==> src/hw/rtl/lspg_pkg.sv <==
// LED strip pattern generator: shared types, codes and the color wheel function.
// No dependencies.
`timescale 1ns / 1ps

package lspg_pkg;

	localparam int CNT_W = 7;

	localparam logic [1:0] FUNC_TICK  = 2'd0;
	localparam logic [1:0] FUNC_WRITE = 2'd1;
	localparam logic [1:0] FUNC_FILL  = 2'd2;

	localparam logic [1:0] MODE_OFF     = 2'd0;
	localparam logic [1:0] MODE_SOLID   = 2'd1;
	localparam logic [1:0] MODE_RAINBOW = 2'd2;

	localparam logic REG_MODE  = 1'b0;
	localparam logic REG_COUNT = 1'b1;

	typedef enum logic [1:0] {
		ST_IDLE,
		ST_FILL,
		ST_FRAME
	} seq_state_t;

	typedef struct packed {
		logic [1:0]       mode;
		logic [CNT_W-1:0] count;
		logic             clr;
	} cfg_t;

	typedef struct packed {
		logic [5:0]  index;
		logic [23:0] rgb;
		logic        last;
	} out_item_t;

	// rgb packed as {red, green, blue}
	function automatic logic [23:0] color_wheel(input logic [7:0] pos);
		logic [7:0] p;
		logic [7:0] q;
		logic [9:0] t;
		p = 8'd255 - pos;
		q = p;
		t = 10'd0;
		if (p < 8'd85) begin
			t = 10'(q) * 10'd3;
			color_wheel = {8'd255 - t[7:0], 8'd0, t[7:0]};
		end else if (p < 8'd170) begin
			q = p - 8'd85;
			t = 10'(q) * 10'd3;
			color_wheel = {8'd0, t[7:0], 8'd255 - t[7:0]};
		end else begin
			q = p - 8'd170;
			t = 10'(q) * 10'd3;
			color_wheel = {t[7:0], 8'd255 - t[7:0], 8'd0};
		end
	endfunction

endpackage

==> src/hw/rtl/led_strip_pattern_generator_unit.sv <==
// LED strip pattern generator top level: stream ports, APB registers, store.
// Depends on lspg_pkg, lspg_cfg_regs, lspg_pixel_mem, lspg_out_buf, lspg_seq.
// Frame tick: the transfer starts ST_FRAME; results pass the registered store read and the
//   result buffer, one per cycle while m_tready allows (set by the single store read port);
//   busy until all reads are issued. Fill: one store write per cycle. Pixel write: stays idle.
// Reset clears all control state; store entries read black via valid flags, no sweep.
`timescale 1ns / 1ps

module led_strip_pattern_generator_unit #(
	parameter int MAX_PIXELS = 64
) (
	input  logic        clk,
	input  logic        arst_n,
	input  logic        s_tvalid,
	output logic        s_tready,
	input  logic [31:0] s_tdata,  // pixel_index[5:0], red_in[13:6], green_in[21:14], blue_in[29:22]
	input  logic [1:0]  s_tuser,  // func[1:0]
	output logic        m_tvalid,
	input  logic        m_tready,
	output logic [31:0] m_tdata,  // out_index[5:0], red_out[13:6], green_out[21:14], blue_out[29:22]
	output logic        m_tlast,
	input  logic        psel,
	input  logic        penable,
	input  logic        pwrite,
	input  logic [2:0]  paddr,
	input  logic [31:0] pwdata,
	output logic [31:0] prdata,
	output logic        pready
);
	import lspg_pkg::*;

	localparam int IW = (MAX_PIXELS > 1) ? $clog2(MAX_PIXELS) : 1;

	cfg_t        cfg;
	logic        mem_we;
	logic [IW-1:0] mem_waddr;
	logic [23:0] mem_wdata;
	logic        mem_re;
	logic [IW-1:0] mem_raddr;
	logic [23:0] mem_rdata;
	logic [1:0]  buf_cnt;
	logic        buf_pop;
	logic        buf_push;
	out_item_t   push_item;
	out_item_t   head;

	lspg_cfg_regs #(.MAX_PIXELS(MAX_PIXELS)) u_cfg (
		.clk     (clk),
		.arst_n  (arst_n),
		.psel    (psel),
		.penable (penable),
		.pwrite  (pwrite),
		.paddr   (paddr),
		.pwdata  (pwdata),
		.prdata  (prdata),
		.pready  (pready),
		.cfg     (cfg)
	);

	lspg_pixel_mem #(.DEPTH(MAX_PIXELS), .IW(IW)) u_mem (
		.clk       (clk),
		.arst_n    (arst_n),
		.we        (mem_we),
		.waddr     (mem_waddr),
		.wdata     (mem_wdata),
		.re        (mem_re),
		.raddr     (mem_raddr),
		.rdata     (mem_rdata),
		.clr       (cfg.clr),
		.clr_count (cfg.count)
	);

	lspg_seq #(.IW(IW)) u_seq (
		.clk       (clk),
		.arst_n    (arst_n),
		.cfg       (cfg),
		.in_valid  (s_tvalid),
		.in_ready  (s_tready),
		.in_func   (s_tuser),
		.in_index  (s_tdata[5:0]),
		.in_rgb    ({s_tdata[13:6], s_tdata[21:14], s_tdata[29:22]}),
		.mem_we    (mem_we),
		.mem_waddr (mem_waddr),
		.mem_wdata (mem_wdata),
		.mem_re    (mem_re),
		.mem_raddr (mem_raddr),
		.mem_rdata (mem_rdata),
		.buf_cnt   (buf_cnt),
		.buf_pop   (buf_pop),
		.buf_push  (buf_push),
		.buf_item  (push_item)
	);

	lspg_out_buf u_buf (
		.clk       (clk),
		.arst_n    (arst_n),
		.push      (buf_push),
		.push_item (push_item),
		.ready     (m_tready),
		.valid     (m_tvalid),
		.item      (head),
		.cnt       (buf_cnt),
		.pop       (buf_pop)
	);

	assign m_tdata = {2'b00, head.rgb[7:0], head.rgb[15:8], head.rgb[23:16], head.index};
	assign m_tlast = head.last;

endmodule

==> src/hw/rtl/lspg_cfg_regs.sv <==
// LED strip pattern generator: APB register file (display mode, LED count).
// Depends on lspg_pkg.
`timescale 1ns / 1ps

module lspg_cfg_regs #(
	parameter int MAX_PIXELS = 64
) (
	input  logic               clk,
	input  logic               arst_n,
	input  logic               psel,
	input  logic               penable,
	input  logic               pwrite,
	input  logic [2:0]         paddr,
	input  logic [31:0]        pwdata,
	output logic [31:0]        prdata,
	output logic               pready,
	output lspg_pkg::cfg_t     cfg
);
	import lspg_pkg::*;

	logic [1:0]       mode_q;
	logic [CNT_W-1:0] count_q;
	logic             clr_q;
	logic             wr;
	logic             cnt_ok;

	assign pready = 1'b1;
	assign wr     = psel & penable & pwrite;
	assign cnt_ok = (pwdata[CNT_W-1:0] != '0) && (int'(pwdata[CNT_W-1:0]) <= MAX_PIXELS);

	always_ff @(posedge clk or negedge arst_n) begin
		if (!arst_n) begin
			mode_q  <= MODE_OFF;
			count_q <= CNT_W'(MAX_PIXELS);
			clr_q   <= 1'b0;
		end else begin
			clr_q <= 1'b0;
			if (wr) begin
				case (paddr[2])
					REG_MODE: begin
						mode_q <= pwdata[1:0];
					end
					REG_COUNT: begin
						if (cnt_ok) begin
							count_q <= pwdata[CNT_W-1:0];
							clr_q   <= 1'b1;
						end
					end
					default: ;
				endcase
			end
		end
	end

	always_comb begin
		case (paddr[2])
			REG_MODE:  prdata = {30'd0, mode_q};
			REG_COUNT: prdata = {{(32-CNT_W){1'b0}}, count_q};
			default:   prdata = 32'd0;
		endcase
	end

	assign cfg.mode  = mode_q;
	assign cfg.count = count_q;
	assign cfg.clr   = clr_q;

endmodule

==> src/hw/rtl/lspg_pixel_mem.sv <==
// LED strip pattern generator: pixel color store, one write and one read port,
// registered read, per-entry valid flags so unwritten entries read black.
// Depends on lspg_pkg.
`timescale 1ns / 1ps

module lspg_pixel_mem #(
	parameter int DEPTH = 64,
	parameter int IW    = 6
) (
	input  logic                     clk,
	input  logic                     arst_n,
	input  logic                     we,
	input  logic [IW-1:0]            waddr,
	input  logic [23:0]              wdata,
	input  logic                     re,
	input  logic [IW-1:0]            raddr,
	output logic [23:0]              rdata,
	input  logic                     clr,
	input  logic [lspg_pkg::CNT_W-1:0] clr_count
);
	import lspg_pkg::*;

	logic [23:0] mem [DEPTH];
	logic [DEPTH-1:0] vld_q;
	logic [23:0] rd_q;
	logic        rd_vld_q;

	always_ff @(posedge clk) begin
		if (we) begin
			mem[waddr] <= wdata;
		end
		if (re) begin
			rd_q <= mem[raddr];
		end
	end

	always_ff @(posedge clk or negedge arst_n) begin
		if (!arst_n) begin
			vld_q    <= '0;
			rd_vld_q <= 1'b0;
		end else begin
			if (we) begin
				vld_q[waddr] <= 1'b1;
			end
			if (clr) begin
				for (int i = 0; i < DEPTH; i++) begin
					if (i >= int'(clr_count)) begin
						vld_q[i] <= 1'b0;
					end
				end
			end
			if (re) begin
				rd_vld_q <= vld_q[raddr];
			end
		end
	end

	assign rdata = rd_vld_q ? rd_q : 24'd0;

endmodule

==> src/hw/rtl/lspg_out_buf.sv <==
// LED strip pattern generator: two-entry result buffer between the read
// pipeline and the output stream. Depends on lspg_pkg.
`timescale 1ns / 1ps

module lspg_out_buf (
	input  logic                clk,
	input  logic                arst_n,
	input  logic                push,
	input  lspg_pkg::out_item_t push_item,
	input  logic                ready,
	output logic                valid,
	output lspg_pkg::out_item_t item,
	output logic [1:0]          cnt,
	output logic                pop
);
	import lspg_pkg::*;

	out_item_t ent_q [2];
	logic      wp_q;
	logic      rp_q;
	logic [1:0] cnt_q;

	assign valid = (cnt_q != 2'd0);
	assign item  = ent_q[rp_q];
	assign pop   = valid & ready;
	assign cnt   = cnt_q;

	always_ff @(posedge clk) begin
		if (push) begin
			ent_q[wp_q] <= push_item;
		end
	end

	always_ff @(posedge clk or negedge arst_n) begin
		if (!arst_n) begin
			wp_q  <= 1'b0;
			rp_q  <= 1'b0;
			cnt_q <= 2'd0;
		end else begin
			if (push) begin
				wp_q <= ~wp_q;
			end
			if (pop) begin
				rp_q <= ~rp_q;
			end
			cnt_q <= cnt_q + {1'b0, push} - {1'b0, pop};
		end
	end

endmodule

==> src/hw/rtl/lspg_seq.sv <==
// LED strip pattern generator: item sequencer. Handles the input transfer,
// fill sweep, frame read pipeline and rainbow offset. Depends on lspg_pkg.
`timescale 1ns / 1ps

module lspg_seq #(
	parameter int IW = 6
) (
	input  logic                clk,
	input  logic                arst_n,
	input  lspg_pkg::cfg_t      cfg,
	input  logic                in_valid,
	output logic                in_ready,
	input  logic [1:0]          in_func,
	input  logic [5:0]          in_index,
	input  logic [23:0]         in_rgb,
	output logic                mem_we,
	output logic [IW-1:0]       mem_waddr,
	output logic [23:0]         mem_wdata,
	output logic                mem_re,
	output logic [IW-1:0]       mem_raddr,
	input  logic [23:0]         mem_rdata,
	input  logic [1:0]          buf_cnt,
	input  logic                buf_pop,
	output logic                buf_push,
	output lspg_pkg::out_item_t buf_item
);
	import lspg_pkg::*;

	seq_state_t       state_q, state_d;
	logic [CNT_W-1:0] ctr_q;
	logic [23:0]      fill_q;
	logic [7:0]       offset_q;
	logic             ctr_last;
	logic             can_issue;
	logic             accept;

	logic             v_s1;
	logic [5:0]       idx_s1;
	logic [7:0]       pos_s1;
	logic             last_s1;

	assign accept    = in_valid & in_ready;
	assign ctr_last  = ((ctr_q + CNT_W'(1)) == cfg.count);
	assign can_issue = (({1'b0, buf_cnt} + {2'b0, v_s1}) <= (3'd1 + {2'b0, buf_pop}));

	always_ff @(posedge clk or negedge arst_n) begin
		if (!arst_n) begin
			state_q <= ST_IDLE;
		end else begin
			state_q <= state_d;
		end
	end

	always_comb begin
		state_d   = state_q;
		in_ready  = (state_q == ST_IDLE);
		mem_we    = 1'b0;
		mem_waddr = in_index[IW-1:0];
		mem_wdata = in_rgb;
		mem_re    = 1'b0;
		mem_raddr = ctr_q[IW-1:0];
		case (state_q)
			ST_IDLE: begin
				if (in_valid) begin
					case (in_func)
						FUNC_TICK:  state_d = ST_FRAME;
						FUNC_WRITE: mem_we  = ({1'b0, in_index} < cfg.count);
						FUNC_FILL:  state_d = ST_FILL;
						default: ;
					endcase
				end
			end
			ST_FILL: begin
				mem_we    = 1'b1;
				mem_waddr = ctr_q[IW-1:0];
				mem_wdata = fill_q;
				if (ctr_last) begin
					state_d = ST_IDLE;
				end
			end
			ST_FRAME: begin
				if (can_issue) begin
					mem_re = 1'b1;
					if (ctr_last) begin
						state_d = ST_IDLE;
					end
				end
			end
			default: state_d = ST_IDLE;
		endcase
	end

	always_ff @(posedge clk or negedge arst_n) begin
		if (!arst_n) begin
			ctr_q    <= '0;
			offset_q <= 8'd0;
			v_s1     <= 1'b0;
		end else begin
			v_s1 <= mem_re;
			case (state_q)
				ST_IDLE: ctr_q <= '0;
				ST_FILL: ctr_q <= ctr_q + CNT_W'(1);
				ST_FRAME: begin
					if (can_issue) begin
						ctr_q <= ctr_q + CNT_W'(1);
						if (ctr_last && cfg.mode == MODE_RAINBOW) begin
							offset_q <= offset_q + 8'd1;
						end
					end
				end
				default: ctr_q <= '0;
			endcase
		end
	end

	always_ff @(posedge clk) begin
		if (accept) begin
			fill_q <= in_rgb;
		end
		if (mem_re) begin
			idx_s1  <= ctr_q[5:0];
			pos_s1  <= 8'({1'b0, ctr_q} + offset_q);
			last_s1 <= ctr_last;
		end
	end

	assign buf_push       = v_s1;
	assign buf_item.index = idx_s1;
	assign buf_item.last  = last_s1;

	always_comb begin
		case (cfg.mode)
			MODE_SOLID:   buf_item.rgb = mem_rdata;
			MODE_RAINBOW: buf_item.rgb = color_wheel(pos_s1);
			default:      buf_item.rgb = 24'd0;
		endcase
	end

	a_idle_no_read: assert property (@(posedge clk) disable iff (!arst_n)
		(state_q == ST_IDLE) |-> !mem_re)
		else $error("read issued while idle");

	a_no_rw_overlap: assert property (@(posedge clk) disable iff (!arst_n)
		!(mem_we && mem_re))
		else $error("store written and read in the same cycle");

	a_credit: assert property (@(posedge clk) disable iff (!arst_n)
		(({1'b0, buf_cnt} + {2'b0, v_s1}) <= 3'd2))
		else $error("result buffer overcommitted");

	a_offset_step: assert property (@(posedge clk) disable iff (!arst_n)
		(offset_q != $past(offset_q)) |->
		($past(state_q) == ST_FRAME && $past(cfg.mode) == MODE_RAINBOW))
		else $error("rainbow offset moved outside a rainbow frame");

endmodule

==> config.mk <==
export PLATFORM = sky130hd
export DESIGN_NAME = led_strip_pattern_generator_unit
export DESIGN_NICKNAME = d
export VERILOG_FILES = /design/src/hw/rtl/lspg_pkg.sv /design/src/hw/rtl/led_strip_pattern_generator_unit.sv /design/src/hw/rtl/lspg_cfg_regs.sv /design/src/hw/rtl/lspg_pixel_mem.sv /design/src/hw/rtl/lspg_out_buf.sv /design/src/hw/rtl/lspg_seq.sv
export SDC_FILE = /design/constraint.sdc
export NUM_CORES = 2
export LEC_CHECK = 0
export BUFFER_PORTS_ARGS = -buffer_cell sky130_fd_sc_hd__buf_2
export CAP_MARGIN = 15
export CORE_MARGIN = 3
export CORE_UTILIZATION = 65
export CTS_CLUSTER_DIAMETER = 100
export DETAILED_ROUTE_END_ITERATION = 16
export PLACE_DENSITY_LB_ADDON = 0.1
export SLEW_MARGIN = 40
export SYNTH_ARGS = -nofsm -noshare
export SYNTH_HDL_FRONTEND = slang
export SYNTH_SLANG_ARGS = --single-unit
==> constraint.sdc <==
create_clock -name clk -period 7.5 [get_ports clk]
set_clock_uncertainty 0.2 [all_clocks]
set_input_delay 0 -clock clk [delete_from_list [all_inputs] [get_ports clk]]
set_output_delay 0 -clock clk [all_outputs]
set_load 0.02 [all_outputs]
# Yosys cells after proc, flatten, opt, wreduce, memory -nomap -nowiden
# Memories as Yosys holds them, arrays and structs flattened. A register that Yosys moved wholly into a read port is not among the register bits.
# Index checks and enable logic that the tools add are counted.
# W data, S select, Z words.
# word_totals
register_bits	136
ram_bits	1598
inputBits	76
elab_cells	231
n_memories	2
# op_classes
addsub	13
multipliers	3
order_cmp	72
n_eq_ne	10
n_mux	96
bitwise	8
n_reduce_logical	11
# memory_table
name	depth	width	read_ports	rd_ports_with_merged_regs	write_ports	line	rtl
u_mem.mem	64	24	1	1	1	lspg_pixel_mem.sv:23	logic [23:0] mem [DEPTH];
u_buf.ent_q	2	31	1	0	1	lspg_out_buf.sv:18	out_item_t ent_q [2];
# op_table
op	count
$ge A6 B7 Y1 const A	32
$mux W64	2
$ge A5 B7 Y1 const A	16
$mux W24	4
$mux W1	77
$or A64 B64 Y64	1
$pmux W32 S2	1
$ge A4 B7 Y1 const A	8
$pmux W24 S2	1
$sub A8 B8 Y8 const A	4
$ge A3 B7 Y1 const A	4
$mul A8 B2 Y8 const B	3
$ge A1 B7 Y1 const A	2
$ge A2 B7 Y1 const A	2
$lt A6 B7 Y1 const B	2
$pmux W7 S2	1
$reduce_and A3 Y1	3
$add A7 B8 Y8	1
$add A8 B1 Y8 const B	1
$lt A8 B7 Y1 const B	1
$lt A8 B8 Y1 const B	1
$sub A8 B7 Y8 const B	1
$sub A8 B8 Y8 const B	1
$add A7 B1 Y7 const B	1
29 further kinds	43

# Logic depth before layout (Yosys ltp)
# depth
depth_word	10
ltp_mapped	14

# Cells and area by module
# From an unflattened synthesis, not the netlist that was laid out.
# hier_totals
cells_unflattened	3363
hier_area_um2	70729.1
# modules_own_cells
mod	instances	cells_each	area_each_um2
lspg_pixel_mem	1	2672	62504.9
lspg_seq	1	506	4897.2
lspg_out_buf	1	113	2585.0
lspg_cfg_regs	1	69	723.2
led_strip_pattern_generator_unit	1	3	18.8

# Worst setup path before layout
# Ideal clock, no wire load.
# synth_path
path_type	reg-to-reg
startpoint	register u_seq.state_q[0]
endpoint	register u_mem.vld_q[10]
setup_time_ps	72
arrival_ps	4482
required_time_ps	7228
slack_ps	2747
stages_incl_launch_ff	10
path_buffers	1
synth_period_minus_slack_ps	4753
cell_sequence	dfrtp_1 > inv_1 > ha_1 > and2_1 > nand3_1 > a211oi_1 > a211oi_1 > clkbuf_1 > nor3_1 > o32a_1
# synth_lines
element	line	rtl
from (decl)	lspg_seq.sv:29	seq_state_t state_q, state_d;
from (signal assigned)	lspg_seq.sv:50	state_q <= state_d;
$logic_not A2 Y1 (*)	-	
named net s_tready	led_strip_pattern_generator_unit.sv:15	output logic s_tready,
$pmux W1 S2 (*)	lspg_seq.sv:62	case (state_q)
$mux W64 (*)	lspg_pixel_mem.sv:42	if (we) begin
$mux W1	lspg_pixel_mem.sv:47	if (i >= int'(clr_count)) begin
$mux W64 (*)	lspg_pixel_mem.sv:45	if (clr) begin
to (signal assigned)	lspg_pixel_mem.sv:39	vld_q <= '0;
to (signal, indexed assignment)	lspg_pixel_mem.sv:43	vld_q[waddr] <= 1'b1;
to (signal, indexed assignment)	lspg_pixel_mem.sv:48	vld_q[i] <= 1'b0;
to (decl)	lspg_pixel_mem.sv:24	logic [DEPTH-1:0] vld_q;
# Mark *: on every way through the listed nets, which the timed path passes. The rest lies on a longest branch.
# A chain may end at the register's enable or synchronous reset.

# Worst setup path after layout
# layout_path
startpoint	register u_seq.state_q[0]
endpoint	memory u_mem.mem[37][2] (enable)
# layout_between
elab_chain_len	4
# layout_rtl
element	line	rtl
$eq A2 B1 Y1 or $logic_not A2 Y1 (tied branches)	lspg_seq.sv:62	
$pmux W1 S2	lspg_seq.sv:62	
$mux W1	lspg_pixel_mem.sv:29	if (we) begin
$mux W1 (implied by the code)	lspg_pixel_mem.sv:30	mem[waddr] <= wdata;
to (decl)	lspg_pixel_mem.sv:23	
# Several ways; a longest one is shown, not always the timed one.

==> key figures <==
Status
  • Status: finished clean

Clocking
  • H-Tree Depth: 4
  • Post-CTS Resized: 0
  • Clk sinks: 1758
  • Root buffer cell: clkbuf_16
  • Hold-fix buffers, CTS: 89
  • Clock latency on the worst-skew pair: 0.79 ns
  • CTS tree: done
  • CTS Buffer Depth: 3
  • Postcts setup bufs: 0
  • Reg clk slew, reported paths: ~0.070 ns
  • TritonCTS buffer count: 169

Route
  • Antenna-violating nets left: 0
  • Routed WL: 180000 um
  • Drt via density: 7.02
  • Wirelength per Cell: between 30 and 40 um
  • 1st-pass router iterations: 8
  • Vias: 35393
  • DRC: 0
  • Initial DRC Count: around 4900

Floorplan
  • Die Ht: roughly 330 um
  • I/O pin cnt: between 100 and 150
  • Die W: between 300 and 400 um
  • Row Count: 119
  • Core region area: 0.106 mm^2
  • DIE AREA: 0.112 mm^2
  • Initial core utilization: 0.660

Global routing
  • Grt ovf: 0
  • Met2 usage: 0.521
  • Vias in the first global route: 35773
  • Met1 GRT Util: 0.469
  • Global-route wire length before repair: 258000 um
  • All-Layer GR Usage: 0.331
  • Antenna violations before repair: 22
  • Busiest grt layer: met2
  • Largest net degree at the start of global routing: 138
  • Met3 usage: 0.0758

STA
  • TNS Setup: 0 ns
  • Max-slew violation count: 0
  • Max Clock Freq: between 200 and 250 MHz
  • Worst-Margin Slew: 0.843 ns
  • Final period util: 0.565
  • Setup ws final: approximately 3.3 ns
  • Count of final setup violators: 0
  • RSZ-0062 raised after global routing: no
  • Fin. Hold Viols: 0
  • Relative slew margins: 0.434
  • Fin crit period: 4.24 ns

Synth
  • Yosys warns: 0
  • Synth Instances: 3207
  • FFs w/ async S/R, synth: 0.0552
  • Largest area contributor in the netlist: edfxtp_1
  • Mean Syn Cell Area: 21.9 um^2
  • Area contributors post-synth: edfxtp_1 71%, mux4_2 17%, dfrtp_1 3.4%, mux2_2 1.0%, ha_1 0.96%
  • Mapped cell area: 0.0701 mm^2
  • Most common cell in the netlist: edfxtp_1
  • Post-synth EDFFs: 1661
  • Main flop type after synthesis: edfxtp_1
  • Yosys cell types: 65
  • Most frequent cells after synthesis: 1661 x edfxtp_1, 524 x mux4_2, 96 x dfrtp_1
  • Synth top area share: 0.711
  • Register area share after synthesis: 0.746
  • Synth Register Bits: 1758

Placed design
  • HPWL Detailed: 99000 um
  • Worst slack, placed: 3.08 ns
  • Buffers on Ports: 86
  • Placer Congestion: roughly 0.95

Cells and area
  • Post-layout net count: about 3600
  • Layout cells sized above 1: 0.304
  • Area grow syn2layout: 13.1%

Power
  • PwrDens: 339 mW/mm^2
  • Worst VDD drop: 0.300 mV
  • Leakage: approximately 25 nW

Critical path
  • R2R Path End: u_mem.mem[37][2]
  • Worst Path Max Fanout: 64
  • CP Launch Type: register
  • R2R setup slack: around 3.3 ns
  • Reg2reg path depth: 10
  • Critical R2R Launch: u_seq.state_q[0]
  • Crit. End Element: register
  • Worst EP required: 7.73 ns
  • Data arrival, critical path: 4.47 ns
  • Kind of critical path: reg2reg

Worst hold path
  • Worst Hold Class: in2async

Flow run
  • Max cap viols: 0
-- metal layers --
metal | vias to the layer above | wire (um)
li1 | 14007 | -
met1 | 18799 | 66200
met2 | 2251 | 88300
met3 | 320 | 19100
met4 | 16 | 6330
met5 | - | 110
-- area by class of cell --
class | count | area (um^2)
Timing Repair Buffer | 287 | 2330
Fill cell | 5704 | 26900
Inverter | 41 | 166
Sequential cell | 1758 | 52300
Antenna cell | 9 | 22.5
Multi-Input combinational cell | 1243 | 17200
Tap cell | 1391 | 1740
Clock inverter | 105 | 1030
Clock buffer | 207 | 4440
-- sequential cells by signal, summed over array words and instances (netlist names) --
name            count
u_cfg.count_q       7
u_cfg.mode_q        2
u_buf.rp_q          1
u_mem.rd_q         24
u_seq.last_s1       1
u_seq.idx_s1        6
u_cfg.clr_q         1
u_mem.rd_vld_q      1
u_seq.buf_push      1
u_seq.ctr_q         7
u_mem.mem        1536
u_buf.wp_q          1
u_seq.offset_q      8
u_seq.state_q       2
u_mem.vld_q        64
u_buf.ent_q        62
u_seq.pos_s1        8
u_buf.cnt           2
u_seq.fill_q       24
-- placed cells by master (no fill, tap or decap), types with 42 or more instances in the layout --
cell	count
o21ai_0	65
edfxtp_1	1661
clkbuf_16	172
buf_4	99
nand2_1	89
mux4_2	524
dfrtp_1	91
nor3_2	63
xnor2_1	42
ha_1	53
dlygate4sd3_1	88
mux2_2	51
buf_2	85
-- power by group --
group / switching (mW) / internal (mW)
sequential: 0.333 / 11.8
combinational: 3.79 / 2.58
clock: 3.66 / 4.76
-- how the worst max path moves through the flow --
| stage | start | to |
|---|---|---|
| 2_1_floorplan | u_seq.state_q[0] | u_mem.vld_q[10] |
| 3_3_place_gp | u_seq.state_q[0] | u_mem.mem[35][13] |
| 3_5_place_dp | u_seq.ctr_q[0] | u_mem.rd_q[10] |
| 4_1_cts | u_seq.ctr_q[0] | u_mem.rd_q[16] |
| 5_1_grt | u_seq.pos_s1[4] | u_buf.ent_q[0][16] |
| 6_report | u_seq.state_q[0] | u_mem.mem[37][2] |
-- per-stage QoR --
step           hold slack, ns  utilization  area (um^2)  std cells  total power, mW
2_1_floorplan          -0.496            -        70200       3233             16.4
3_3_place_gp           -0.230        0.685        72700       4627             18.3
3_5_place_dp           -0.223        0.686        72800       4627             18.5
4_1_cts                0.0114        0.746        79200       5028             26.9
5_1_grt                0.0704        0.747        79300       5032             27.8
6_report                0.101        0.747        79300       5041             26.9
-- critical path: stages, from the launching register on --
cell	delay, ns
dfrtp_1	0.43
inv_1	0.11
ha_1	0.27
and2_1	0.15
buf_4	0.37
nand3_1	0.19
a211oi_1	0.41
a211oi_4	0.12
buf_6	0.34
nor3_2	0.75
buf_4	0.50
-- logic make-up (layout without fill, tap and decap cells) --
family | count (synthesis) | in the layout | synth area share
adder cells (fa/ha/maj) | 58 | 58 | 0.0108
AO/OA/AOI/OAI | 232 | 232 | 0.0226
XOR/XNOR | 60 | 60 | 0.00789
multiplexers | 590 | 590 | 0.179
buffers and inverters | 232 | 640 | 0.0151
other | 2 | 37 | 0.000107
AND/OR/NAND/NOR | 275 | 275 | 0.0186
flip-flops | 1758 | 1758 | 0.746
Note: power is estimated with default switching activity, not from simulation.
